--- src/rtl/sps_pkg.sv ---
`default_nettype none
// ----------------------------------------------------------------------------
// sps_pkg
// Shared types, codes and constants of the servo pulse sequencer.
// ----------------------------------------------------------------------------
package sps_pkg;

   localparam int SLOT_COUNT           = 8;
   localparam int DEFAULT_NUM_CHANNELS = 8;
   localparam int CHAN_W               = 3;
   localparam int SLOT_W               = 4;
   localparam int TIME_W               = 16;
   localparam int SUM_W                = 17;
   localparam int PIN_W                = 8;
   localparam int STATUS_W             = 2;
   localparam int CSR_INDEX_W          = 1;
   localparam int REQ_DATA_W           = 24;
   localparam int RSP_DATA_W           = 16;

   localparam logic [SLOT_W-1:0]      COMPLEMENT_SLOT = 4'd8;
   localparam logic [TIME_W-1:0]      RESET_PERIOD    = 16'd20000;
   localparam logic [TIME_W-1:0]      RESET_TOLERANCE = 16'd10;

   localparam logic [CSR_INDEX_W-1:0] REG_PERIOD      = 1'b0;
   localparam logic [CSR_INDEX_W-1:0] REG_TOLERANCE   = 1'b1;

   localparam logic [STATUS_W-1:0]    STATUS_OK          = 2'd0;
   localparam logic [STATUS_W-1:0]    STATUS_NO_TIME     = 2'd1;
   localparam logic [STATUS_W-1:0]    STATUS_BAD_CHANNEL = 2'd2;

   typedef enum logic [1:0] {
      KIND_TICK   = 2'd0,
      KIND_SET    = 2'd1,
      KIND_ADD    = 2'd2,
      KIND_REMOVE = 2'd3
   } sps_kind_type;

   typedef enum logic [1:0] {
      ST_IDLE = 2'd0,
      ST_EXEC = 2'd1,
      ST_RESP = 2'd2
   } sps_state_type;

   typedef struct packed {
      logic capture;
      logic execute;
      logic load_rsp;
   } sps_cmd_type;

   typedef struct packed {
      logic rsp_free;
   } sps_stat_type;

endpackage
`default_nettype wire

--- src/rtl/sps_ram.sv ---
`default_nettype none
// ----------------------------------------------------------------------------
// sps_ram
// Generic single-write, single-read RAM with a registered read port.
// ----------------------------------------------------------------------------
module sps_ram #(
   parameter int DATA_WIDTH = 16,
   parameter int DEPTH      = 8
) (
   input  wire logic                          clock,
   input  wire logic                          wr_en,
   input  wire logic [$clog2(DEPTH)-1:0]      wr_addr,
   input  wire logic [DATA_WIDTH-1:0]         wr_data,
   input  wire logic                          rd_en,
   input  wire logic [$clog2(DEPTH)-1:0]      rd_addr,
   output logic      [DATA_WIDTH-1:0]         rd_data
);

   logic [DATA_WIDTH-1:0] mem_ff [DEPTH];
   logic [DATA_WIDTH-1:0] rd_data_ff;

   always_ff @(posedge clock) begin
      if (wr_en) begin
         mem_ff[wr_addr] <= wr_data;
      end
      if (rd_en) begin
         rd_data_ff <= mem_ff[rd_addr];
      end
   end

   assign rd_data = rd_data_ff;

endmodule
`default_nettype wire

--- src/rtl/sps_ctrl.sv ---
`default_nettype none
// ----------------------------------------------------------------------------
// sps_ctrl
// Request sequencing controller: capture, execute, respond.
// ----------------------------------------------------------------------------
module sps_ctrl (
   input  wire logic                 clock,
   input  wire logic                 reset,
   input  wire logic                 req_tvalid,
   output logic                      req_tready,
   input  wire sps_pkg::sps_stat_type stat,
   output sps_pkg::sps_cmd_type      cmd
);
   import sps_pkg::*;

   sps_state_type state_ff;
   sps_state_type state_in;

   always_ff @(posedge clock) begin
      if (reset) begin
         state_ff <= ST_IDLE;
      end else begin
         state_ff <= state_in;
      end
   end

   always_comb begin
      state_in = state_ff;
      unique case (state_ff)
         ST_IDLE: begin
            if (req_tvalid) begin
               state_in = ST_EXEC;
            end
         end
         ST_EXEC: begin
            state_in = ST_RESP;
         end
         ST_RESP: begin
            if (stat.rsp_free) begin
               state_in = ST_IDLE;
            end
         end
         default: begin
            state_in = ST_IDLE;
         end
      endcase
   end

   always_comb begin
      req_tready   = 1'b0;
      cmd.capture  = 1'b0;
      cmd.execute  = 1'b0;
      cmd.load_rsp = 1'b0;
      unique case (state_ff)
         ST_IDLE: begin
            req_tready  = 1'b1;
            cmd.capture = req_tvalid;
         end
         ST_EXEC: begin
            cmd.execute = 1'b1;
         end
         ST_RESP: begin
            cmd.load_rsp = stat.rsp_free;
         end
         default: begin
            req_tready = 1'b0;
         end
      endcase
   end

endmodule
`default_nettype wire

--- src/rtl/sps_datapath.sv ---
`default_nettype none
// ----------------------------------------------------------------------------
// sps_datapath
// Channel table, slot timer, width bookkeeping and response register.
// ----------------------------------------------------------------------------
module sps_datapath #(
   parameter int NUM_CHANNELS = sps_pkg::DEFAULT_NUM_CHANNELS
) (
   input  wire logic                                clock,
   input  wire logic                                reset,
   input  wire sps_pkg::sps_cmd_type                cmd,
   output sps_pkg::sps_stat_type                    stat,
   input  wire logic [1:0]                          req_tuser,
   input  wire logic [sps_pkg::REQ_DATA_W-1:0]      req_tdata,
   input  wire logic                                csr_wr_en,
   input  wire logic [sps_pkg::CSR_INDEX_W-1:0]     csr_index,
   input  wire logic [sps_pkg::TIME_W-1:0]          csr_wr_data,
   output logic                                     rsp_tvalid,
   input  wire logic                                rsp_tready,
   output logic      [sps_pkg::RSP_DATA_W-1:0]      rsp_tdata
);
   import sps_pkg::*;

   // Architectural state.
   logic [TIME_W-1:0]     period_ff, period_in;
   logic [TIME_W-1:0]     tol_ff, tol_in;
   logic [SLOT_COUNT-1:0] present_ff, present_in;
   logic [SLOT_COUNT-1:0] nonzero_ff, nonzero_in;
   logic [TIME_W-1:0]     unres_ff, unres_in;
   logic [SUM_W-1:0]      rsum_ff, rsum_in;
   logic [SUM_W-1:0]      wsum_ff, wsum_in;
   logic [SLOT_W-1:0]     cur_ff, cur_in;
   logic [TIME_W-1:0]     rem_ff, rem_in;
   logic                  active_ff, active_in;

   // Captured request and results.
   sps_kind_type          kind_ff;
   logic [CHAN_W-1:0]     chan_ff;
   logic [TIME_W-1:0]     value_ff;
   logic [SLOT_W-1:0]     pick_ff;
   logic                  found_ff;
   logic [STATUS_W-1:0]   status_ff, status_in;
   logic                  rsp_valid_ff, rsp_valid_in;
   logic [RSP_DATA_W-1:0] rsp_data_ff;

   logic [SLOT_COUNT-1:0] usable_mask;
   logic [SLOT_COUNT:0]   cand;
   logic [SLOT_W-1:0]     pick_slot;
   logic                  pick_found;
   logic [SLOT_W:0]       step_idx;
   logic [SUM_W-1:0]      period_ext;
   logic [SUM_W-1:0]      comp_diff;
   logic [TIME_W-1:0]     comp_width;
   logic [SUM_W-1:0]      comp_new_diff;
   logic [TIME_W-1:0]     comp_new;
   logic [SUM_W-1:0]      cfg_ext;
   logic [SUM_W-1:0]      cfg_diff;
   logic [SUM_W-1:0]      unres_sum;
   logic [TIME_W-1:0]     clamp_w;
   logic [TIME_W-1:0]     set_w;
   logic                  run_update;
   logic                  want;
   logic [PIN_W-1:0]      pins;

   logic [CHAN_W-1:0]     rd_addr;
   logic [TIME_W-1:0]     rd_width;
   logic [TIME_W-1:0]     rd_max;
   logic                  wram_we;
   logic [TIME_W-1:0]     wram_data;
   logic                  mram_we;

   always_comb begin
      for (int i = 0; i < SLOT_COUNT; i++) begin
         usable_mask[i] = (i < NUM_CHANNELS);
      end
   end

   assign period_ext = {1'b0, period_ff};
   assign comp_diff  = period_ext - wsum_ff;
   assign comp_width = (wsum_ff >= period_ext) ? '0 : comp_diff[TIME_W-1:0];

   // Rotating pick of the next slot after the current one.
   always_comb begin
      cand       = {(comp_width != '0), nonzero_ff};
      pick_slot  = COMPLEMENT_SLOT;
      pick_found = 1'b0;
      step_idx   = '0;
      for (int i = 1; i <= SLOT_COUNT + 1; i++) begin
         step_idx = {1'b0, cur_ff} + (SLOT_W + 1)'(i);
         if (step_idx > (SLOT_W + 1)'(SLOT_COUNT)) begin
            step_idx = step_idx - (SLOT_W + 1)'(SLOT_COUNT + 1);
         end
         if (!pick_found && cand[step_idx[SLOT_W-1:0]]) begin
            pick_slot  = step_idx[SLOT_W-1:0];
            pick_found = 1'b1;
         end
      end
   end

   assign rd_addr = (req_tuser == KIND_TICK) ? pick_slot[CHAN_W-1:0]
                                             : req_tdata[CHAN_W-1:0];

   sps_ram #(
      .DATA_WIDTH (TIME_W),
      .DEPTH      (SLOT_COUNT)
   ) u_width_ram (
      .clock   (clock),
      .wr_en   (wram_we),
      .wr_addr (chan_ff),
      .wr_data (wram_data),
      .rd_en   (cmd.capture),
      .rd_addr (rd_addr),
      .rd_data (rd_width)
   );

   sps_ram #(
      .DATA_WIDTH (TIME_W),
      .DEPTH      (SLOT_COUNT)
   ) u_max_ram (
      .clock   (clock),
      .wr_en   (mram_we),
      .wr_addr (chan_ff),
      .wr_data (value_ff),
      .rd_en   (cmd.capture),
      .rd_addr (rd_addr),
      .rd_data (rd_max)
   );

   assign clamp_w   = (value_ff > rd_max) ? rd_max : value_ff;
   assign set_w     = (clamp_w < tol_ff) ? '0 : clamp_w;
   assign unres_sum = {1'b0, unres_ff} + {1'b0, rd_max};
   assign cfg_ext   = {1'b0, csr_wr_data};
   assign cfg_diff  = cfg_ext - rsum_ff;

   always_comb begin
      period_in  = period_ff;
      tol_in     = tol_ff;
      present_in = present_ff;
      nonzero_in = nonzero_ff;
      unres_in   = unres_ff;
      rsum_in    = rsum_ff;
      wsum_in    = wsum_ff;
      cur_in     = cur_ff;
      rem_in     = rem_ff;
      active_in  = active_ff;
      status_in  = status_ff;
      wram_we    = 1'b0;
      wram_data  = '0;
      mram_we    = 1'b0;
      run_update = 1'b0;

      if (cmd.execute) begin
         status_in = STATUS_OK;
         unique case (kind_ff)
            KIND_TICK: begin
               if (active_ff) begin
                  if (rem_ff > 16'd1) begin
                     rem_in = rem_ff - 16'd1;
                  end else if (found_ff) begin
                     cur_in = pick_ff;
                     rem_in = (pick_ff == COMPLEMENT_SLOT) ? comp_width : rd_width;
                  end else begin
                     cur_in = COMPLEMENT_SLOT;
                     rem_in = '0;
                  end
               end
            end
            KIND_SET: begin
               if (!usable_mask[chan_ff] || !present_ff[chan_ff]) begin
                  status_in = STATUS_BAD_CHANNEL;
               end else begin
                  wram_we             = 1'b1;
                  wram_data           = set_w;
                  wsum_in             = wsum_ff - {1'b0, rd_width} + {1'b0, set_w};
                  nonzero_in[chan_ff] = (set_w != '0);
                  run_update          = 1'b1;
               end
            end
            KIND_ADD: begin
               if (!usable_mask[chan_ff] || present_ff[chan_ff]) begin
                  status_in = STATUS_BAD_CHANNEL;
               end else if (value_ff > unres_ff) begin
                  status_in = STATUS_NO_TIME;
               end else begin
                  present_in[chan_ff] = 1'b1;
                  mram_we             = 1'b1;
                  wram_we             = 1'b1;
                  wram_data           = '0;
                  unres_in            = unres_ff - value_ff;
                  rsum_in             = rsum_ff + {1'b0, value_ff};
               end
            end
            KIND_REMOVE: begin
               if (!usable_mask[chan_ff] || !present_ff[chan_ff]) begin
                  status_in = STATUS_BAD_CHANNEL;
               end else begin
                  unres_in = (unres_sum > {1'b0, 16'hFFFF}) ? 16'hFFFF
                                                           : unres_sum[TIME_W-1:0];
                  rsum_in             = rsum_ff - {1'b0, rd_max};
                  wsum_in             = wsum_ff - {1'b0, rd_width};
                  present_in[chan_ff] = 1'b0;
                  nonzero_in[chan_ff] = 1'b0;
                  if (active_ff && (cur_ff == {1'b0, chan_ff})) begin
                     rem_in = '0;
                  end
                  run_update = 1'b1;
               end
            end
            default: begin
               status_in = STATUS_OK;
            end
         endcase
      end

      comp_new_diff = period_ext - wsum_in;
      comp_new      = (wsum_in >= period_ext) ? '0 : comp_new_diff[TIME_W-1:0];
      want          = |nonzero_in;
      if (run_update) begin
         if (!active_ff && want) begin
            active_in = 1'b1;
            cur_in    = COMPLEMENT_SLOT;
            rem_in    = comp_new;
         end else if (active_ff && !want) begin
            active_in = 1'b0;
            cur_in    = COMPLEMENT_SLOT;
            rem_in    = '0;
         end
      end

      if (csr_wr_en) begin
         unique case (csr_index)
            REG_PERIOD: begin
               period_in = csr_wr_data;
               unres_in  = (rsum_ff >= cfg_ext) ? '0 : cfg_diff[TIME_W-1:0];
            end
            REG_TOLERANCE: begin
               tol_in = csr_wr_data;
            end
            default: begin
               tol_in = tol_ff;
            end
         endcase
      end
   end

   always_ff @(posedge clock) begin
      if (reset) begin
         period_ff    <= RESET_PERIOD;
         tol_ff       <= RESET_TOLERANCE;
         present_ff   <= '0;
         nonzero_ff   <= '0;
         unres_ff     <= RESET_PERIOD;
         rsum_ff      <= '0;
         wsum_ff      <= '0;
         cur_ff       <= COMPLEMENT_SLOT;
         rem_ff       <= '0;
         active_ff    <= 1'b0;
         rsp_valid_ff <= 1'b0;
      end else begin
         period_ff    <= period_in;
         tol_ff       <= tol_in;
         present_ff   <= present_in;
         nonzero_ff   <= nonzero_in;
         unres_ff     <= unres_in;
         rsum_ff      <= rsum_in;
         wsum_ff      <= wsum_in;
         cur_ff       <= cur_in;
         rem_ff       <= rem_in;
         active_ff    <= active_in;
         rsp_valid_ff <= rsp_valid_in;
      end
   end

   always_ff @(posedge clock) begin
      if (cmd.capture) begin
         kind_ff  <= sps_kind_type'(req_tuser);
         chan_ff  <= req_tdata[CHAN_W-1:0];
         value_ff <= req_tdata[CHAN_W+TIME_W-1:CHAN_W];
         pick_ff  <= pick_slot;
         found_ff <= pick_found;
      end
      status_ff <= status_in;
      if (cmd.load_rsp) begin
         rsp_data_ff <= {1'b0, active_ff, status_ff, cur_ff, pins};
      end
   end

   always_comb begin
      pins = '0;
      if (active_ff && (cur_ff != COMPLEMENT_SLOT) && present_ff[cur_ff[CHAN_W-1:0]]) begin
         pins = PIN_W'(1) << cur_ff[CHAN_W-1:0];
      end
   end

   always_comb begin
      rsp_valid_in = rsp_valid_ff;
      if (cmd.load_rsp) begin
         rsp_valid_in = 1'b1;
      end else if (rsp_tready) begin
         rsp_valid_in = 1'b0;
      end
   end

   assign stat.rsp_free = !rsp_valid_ff || rsp_tready;
   assign rsp_tvalid    = rsp_valid_ff;
   assign rsp_tdata     = rsp_data_ff;

   // The sequencer runs exactly while some channel holds a nonzero width.
   a_active_tracks_widths: assert property (@(posedge clock) disable iff (reset)
      active_ff == (|nonzero_ff))
      else $error("run flag disagrees with channel widths");

   a_idle_parked: assert property (@(posedge clock) disable iff (reset)
      !active_ff |-> (cur_ff == COMPLEMENT_SLOT && rem_ff == '0))
      else $error("idle sequencer not parked in complement slot");

   a_nonzero_present: assert property (@(posedge clock) disable iff (reset)
      (nonzero_ff & ~present_ff) == '0)
      else $error("nonzero width on an absent channel");

   a_pins_onehot: assert property (@(posedge clock) disable iff (reset)
      rsp_valid_ff |-> $onehot0(rsp_data_ff[PIN_W-1:0]))
      else $error("more than one servo pin high");

endmodule
`default_nettype wire

--- src/rtl/servo_pulse_sequencer.sv ---
`default_nettype none
// ----------------------------------------------------------------------------
// servo_pulse_sequencer
// Multiplexed servo pulse sequencer driven by microsecond ticks and commands.
// ----------------------------------------------------------------------------
// Each request (tick, set, add or remove) passes through the controller states
// in order. In IDLE it is accepted and captured and the channel width tables
// are read; in EXEC, the next cycle, the state is updated; in RESP the
// response is loaded into the output register once the previous response
// has been taken. The three-state controller around the registered-read
// width tables sets this order, so a new request is taken only once the block
// is back in IDLE, and later when the previous response has not been taken yet.
// One request yields exactly one response. Configuration writes take effect at
// once; the user must make them only while idle, the block does not enforce it.
// ----------------------------------------------------------------------------
module servo_pulse_sequencer #(
   parameter int NUM_CHANNELS = sps_pkg::DEFAULT_NUM_CHANNELS
) (
   input  wire logic                             clock,
   input  wire logic                             reset,
   input  wire logic                             req_tvalid,
   output logic                                  req_tready,
   // kind [1:0]
   input  wire logic [1:0]                       req_tuser,
   // channel [2:0], value [18:3], zero fill [23:19]
   input  wire logic [sps_pkg::REQ_DATA_W-1:0]   req_tdata,
   output logic                                  rsp_tvalid,
   input  wire logic                             rsp_tready,
   // pin_levels [7:0], active_slot [11:8], status [13:12], running [14],
   // zero fill [15]
   output logic      [sps_pkg::RSP_DATA_W-1:0]   rsp_tdata,
   input  wire logic                             csr_wr_en,
   input  wire logic [sps_pkg::CSR_INDEX_W-1:0]  csr_index,
   input  wire logic [sps_pkg::TIME_W-1:0]       csr_wr_data
);
   import sps_pkg::*;

   sps_cmd_type  cmd;
   sps_stat_type stat;

   sps_ctrl u_ctrl (
      .clock      (clock),
      .reset      (reset),
      .req_tvalid (req_tvalid),
      .req_tready (req_tready),
      .stat       (stat),
      .cmd        (cmd)
   );

   sps_datapath #(
      .NUM_CHANNELS (NUM_CHANNELS)
   ) u_datapath (
      .clock       (clock),
      .reset       (reset),
      .cmd         (cmd),
      .stat        (stat),
      .req_tuser   (req_tuser),
      .req_tdata   (req_tdata),
      .csr_wr_en   (csr_wr_en),
      .csr_index   (csr_index),
      .csr_wr_data (csr_wr_data),
      .rsp_tvalid  (rsp_tvalid),
      .rsp_tready  (rsp_tready),
      .rsp_tdata   (rsp_tdata)
   );

endmodule
`default_nettype wire
--- config.mk ---
export PLATFORM = sky130hd
export DESIGN_NAME = servo_pulse_sequencer
export DESIGN_NICKNAME = d
export VERILOG_FILES = /design/src/rtl/sps_pkg.sv /design/src/rtl/sps_ram.sv /design/src/rtl/sps_ctrl.sv /design/src/rtl/sps_datapath.sv /design/src/rtl/servo_pulse_sequencer.sv
export SDC_FILE = /design/constraint.sdc
export NUM_CORES = 1
export LEC_CHECK = 0
export BUFFER_PORTS_ARGS = -buffer_cell sky130_fd_sc_hd__buf_2
export CELL_PAD_IN_SITES_DETAIL_PLACEMENT = 1
export CELL_PAD_IN_SITES_GLOBAL_PLACEMENT = 1
export CORE_ASPECT_RATIO = 1.5
export CORE_MARGIN = 3
export CORE_UTILIZATION = 45
export CTS_CLUSTER_DIAMETER = 120
export DETAILED_ROUTE_END_ITERATION = 6
export HOLD_SLACK_MARGIN = 0.15
export PLACE_DENSITY = 0.78
export SLEW_MARGIN = 40
export SYNTH_ARGS = -nofsm -noshare
export SYNTH_HDL_FRONTEND = slang
export SYNTH_SLANG_ARGS = --single-unit
--- constraint.sdc ---
create_clock -name clock -period 13 [get_ports clock]
set_input_delay 0.65 -clock clock [delete_from_list [all_inputs] [get_ports clock]]
set_output_delay 0.65 -clock clock [all_outputs]
set_load 0.1 [all_outputs]
==> out/summary.md <==
By startpoint and endpoint, the worst setup path is classified as flop to flop. The tools report the max-slew violation count as 0. The CTS clock-pin slew for the worst setup and hold paths was 70 ps; the count of standard-cell rows was 115. By count the netlist is led by sky130_fd_sc_hd__edfxtp_1 (331), sky130_fd_sc_hd__nor2_1 (286), sky130_fd_sc_hd__a21oi_1 (260). The post-layout utilization of the core is 0.499. The final setup skew came out at 26.2 ps. The mapped netlist covers 0.0300 mm². The most frequent cell on the critical path is sky130_fd_sc_hd__a21o_1. Counting tap cells, the placed design contains a total of 3923 instances.

The placed instances occupy a cell area of 0.0312 mm². Post-layout total power: 3.65 mW. The run gives 25700 as the number of global-route vias before repair. The vertical die dimension works out to 322 µm.

The post-detailed-route via-to-cell ratio came out at 6.00. At the placement stage, the worst setup path has a slack of 2290 ps. The first routing iteration left 1244 violations. The aggregate global routing overflow came out at 0. The total of warnings raised by yosys was 0; the clock insertion delay at the later pin of the skew report was 610 ps.

The run gives 92.4 MHz as the top achievable clock speed. The flow ran to the end, and the final reports show no timing, DRC or antenna violations. For the worst setup path, the data arrival time is 11330 ps.

The number of clock buffers added by TritonCTS is 47. The share of async-settable or async-resettable flops after synthesis is 0. Setup repair after global routing left no endpoint under its margin. The number of gates resized after CTS was 0. The first detailed-routing pass took 5 iterations. Grouping stages by cell kind, the critical path spends the most delay in compound AO/OA/AOI/OAI gates. For the area of the die, the log shows 0.0698 mm².

Among all cell types in the netlist, the one instantiated most often is sky130_fd_sc_hd__edfxtp_1. The H-tree was split into 2 levels. In this run, post-CTS hold repair placed 0 buffers. The nature of the critical path endpoint was a flop.

By area the synthesized netlist is led by sky130_fd_sc_hd__edfxtp_1 (33%), sky130_fd_sc_hd__ha_1 (9.7%), sky130_fd_sc_hd__dfxtp_1 (8.2%). The total number of clock tree sinks was 453. Part of the cycle the worst path needs: 0.833. Setup violations remaining at the end of the flow were counted as 0. Max-cap check violation count: 0. The die is 217 µm wide.

The run gives 0 as the residual DRC count. The slowest stage of the critical path belongs to the cell sky130_fd_sc_hd__a2111oi_0. In this run the worst hold path is classified as primary input to flop. The run gives 13500 ps as the data required time of the critical path. In this run the clock root is driven by a sky130_fd_sc_hd__clkbuf_16. The worst setup path is launched from a flop.

The maximum fanout count along the critical path was 17. The run gives 0.957 as the routability congestion estimate from global placement. Library cell occupying the most area in the post-synthesis netlist: sky130_fd_sc_hd__edfxtp_1. Dividing the synthesized area by the synthesized cell count gives 9.75 µm². In this run the remaining antenna-violating nets after routing total 0. On the final layout, the worst hold slack is 212 ps.

On the worst path, the slowest cell contributes a delay of 730 ps. The post-route cell area is 0.0328 mm², and the buffers plus inverters on the worst setup path is 3. The tools report the final hold violation count as 0. Summing over every cut layer, the via total after detailed routing is 24100. Summed over all layers, the routed wires come to 98.4 mm.

The total routing resource utilization after global routing was 0.276. The post-CTS setup buffer count was 0; the worst slew margin relative to its limit was 0.405. The worst-margin pin slew works out to 891 ps.

66 I/O pins were placed. The run gives 0.0658 mm² as the placeable core region. Counting every instance in the synthesized netlist gives 3071. The first-pass GRT wire length is 150 mm. The clock passes through at most 3 buffers. Buffers placed on the I/O ports in this run total 59.

Detailed placement ended at an HPWL of 74.3 mm. The logs give 69 for the largest net degree at the start of global routing and 0.456 for the starting density of the core. The worst path setup slack after routing was 2170 ps; the number of enable flip-flop cells after synthesis was 331. The run gives 3 as the number of antenna violations at the first check in global routing.

The number of non-filler instances in the completed layout is 4012, and the minimum period implied by the final worst setup slack is 10830 ps. Fraction of final layout cells sized beyond drive strength 1: 0.0967. The number of unique standard cell types used by synthesis is 105. Dividing the detail-routed wire length by the instance count gives 24.5 µm. The worst-case IR drop observed on VDD is 0.000133 V. Synthesis inferred 453 register bits. The post-layout net count came out at 3384. The layout overhead on the synthesized area came out at 9.46%. Dividing total power by cell area gives a power density of 111 mW/mm². Proportion of netlist area held by the largest area contributor: 0.332. The reg-to-reg setup timing slack came out at 2170 ps. For the post-synth net total, the log shows 3360. In this run the static leakage power is 12.5 nW. The most used flip-flop cell after synthesis is sky130_fd_sc_hd__edfxtp_1. Summed over all failing endpoints, the final setup total negative slack is 0 ps. TritonCTS built the clock tree. The share of synthesized area occupied by flip-flops and latches is 0.413.
[sequential cells by signal, summed over array words and instances (netlist names), 8 cells and up, named ones only]
signal                          flops
u_datapath.u_width_ram.mem_ff     128
u_datapath.unres_ff                16
u_datapath.nonzero_ff               8
u_datapath.tol_ff                  16
u_datapath.u_width_ram.rd_data     16
u_datapath.rsp_tdata               15
u_datapath.rem_ff                  16
u_datapath.u_max_ram.mem_ff       128
u_datapath.u_max_ram.rd_data       16
u_datapath.period_ff               16
u_datapath.wsum_ff                 17
u_datapath.rsum_ff                 17
u_datapath.value_ff                16
[path summary, 6_finish.rpt]
| path | from | to | cells after the start |
|---|---|---|---|
| setup / recovery | u_datapath.value_ff[9] | u_datapath.rem_ff[3] | 45 |
| setup reg to reg | u_datapath.value_ff[9] | u_datapath.rem_ff[3] | 45 |
| hold reg to reg | u_datapath.tol_ff[5] | u_datapath.tol_ff[5] | 2 |
| hold / removal | req_tdata[15] | u_datapath.value_ff[12] | 1 |
[cell usage in the layout, fill, tap and decap left out, types with 16 or more instances in the layout]
| cell type | synthesis | layout |
|---|---|---|
| sky130_fd_sc_hd__nand2_1 | 221 | 220 |
| sky130_fd_sc_hd__or3_1 | 19 | 19 |
| sky130_fd_sc_hd__o21ai_0 | 152 | 152 |
| sky130_fd_sc_hd__o22ai_1 | 22 | 22 |
| sky130_fd_sc_hd__nor4_1 | 16 | 16 |
| sky130_fd_sc_hd__buf_2 | 27 | 58 |
| sky130_fd_sc_hd__edfxtp_1 | 331 | 331 |
| sky130_fd_sc_hd__nand4_1 | 28 | 28 |
| sky130_fd_sc_hd__nor2_1 | 286 | 285 |
| sky130_fd_sc_hd__mux2_1 | 20 | 20 |
| sky130_fd_sc_hd__a21o_1 | 48 | 47 |
| sky130_fd_sc_hd__o21bai_1 | 19 | 19 |
| sky130_fd_sc_hd__ha_1 | 233 | 232 |
| sky130_fd_sc_hd__mux2_2 | 16 | 16 |
| sky130_fd_sc_hd__nor3_1 | 50 | 50 |
| sky130_fd_sc_hd__a21oi_1 | 260 | 260 |
| sky130_fd_sc_hd__o211ai_1 | 18 | 18 |
| sky130_fd_sc_hd__a22oi_1 | 27 | 27 |
| sky130_fd_sc_hd__buf_4 | 15 | 57 |
| sky130_fd_sc_hd__a22o_1 | 33 | 33 |
| sky130_fd_sc_hd__nand2b_1 | 23 | 22 |
| sky130_fd_sc_hd__xnor2_1 | 98 | 98 |
| sky130_fd_sc_hd__o21a_1 | 26 | 26 |
| sky130_fd_sc_hd__and2_1 | 27 | 26 |
| sky130_fd_sc_hd__clkbuf_16 | 0 | 48 |
| sky130_fd_sc_hd__mux2i_1 | 144 | 143 |
| sky130_fd_sc_hd__a211oi_1 | 24 | 24 |
| sky130_fd_sc_hd__a21boi_0 | 16 | 16 |
| sky130_fd_sc_hd__a211oi_2 | 31 | 31 |
| sky130_fd_sc_hd__xor2_1 | 38 | 38 |
| sky130_fd_sc_hd__o221ai_1 | 16 | 16 |
| sky130_fd_sc_hd__dfxtp_1 | 122 | 121 |
| sky130_fd_sc_hd__nor2b_1 | 34 | 32 |
| sky130_fd_sc_hd__a31oi_1 | 22 | 21 |
| sky130_fd_sc_hd__nand3_1 | 51 | 51 |
| sky130_fd_sc_hd__inv_1 | 242 | 242 |
[per-layer routing]
metal | track usage | part of all wire | vias to the layer above
met1 | 0.298 | 0.38 | 12000
met2 | 0.511 | 0.52 | 585
met5 | 0 | 0.000091 | -
met3 | 0.0363 | 0.039 | 264
li1 | - | - | 11200
met4 | 0.169 | 0.069 | 2
[cell families after synthesis]
group | Yosys count | share of synthesized area
adders and majority gates | 241 | 0.103
DFF | 453 | 0.413
and+or+nand+nor | 820 | 0.128
muxes | 189 | 0.0680
other | 1 | 0.000125
xor gates and xnor gates | 143 | 0.0445
buffers and inverters | 386 | 0.0536
AOI/OAI and AO/OA | 838 | 0.190
[layout make-up]
class	count	area, µm²
Multi-Input combinational cell	2232	16000
Timing Repair Buffer	118	752
Clock buffer	59	1260
Sequential cell	453	12400
Fill cell	7367	33000
Clock inverter	29	337
Antenna cell	1	2.50
Inverter	243	912
Tap cell	877	1100
[worst register-to-register path: cells and delay by family (launching register included)]
| kind | cells | cell delay (ps) |
|---|---|---|
| fa+ha+maj | 4 | 1430 |
| simple gates | 8 | 1250 |
| buf+inv | 3 | 520 |
| mux | 1 | 210 |
| flops | 1 | 570 |
| xor+xnor | 1 | 150 |
| compound gates | 28 | 6610 |
[where the power goes]
| part | switching (mW) | leakage, nW | internal [mW] |
|---|---|---|---|
| clock network | 0.593 | 0.773 | 0.815 |
| logic | 0.390 | 8.01 | 0.235 |
| registers | 0.0426 | 3.72 | 1.57 |
| total | 1.03 | 12.5 | 2.62 |
No activity file was read; power rests on OpenSTA's default activity.
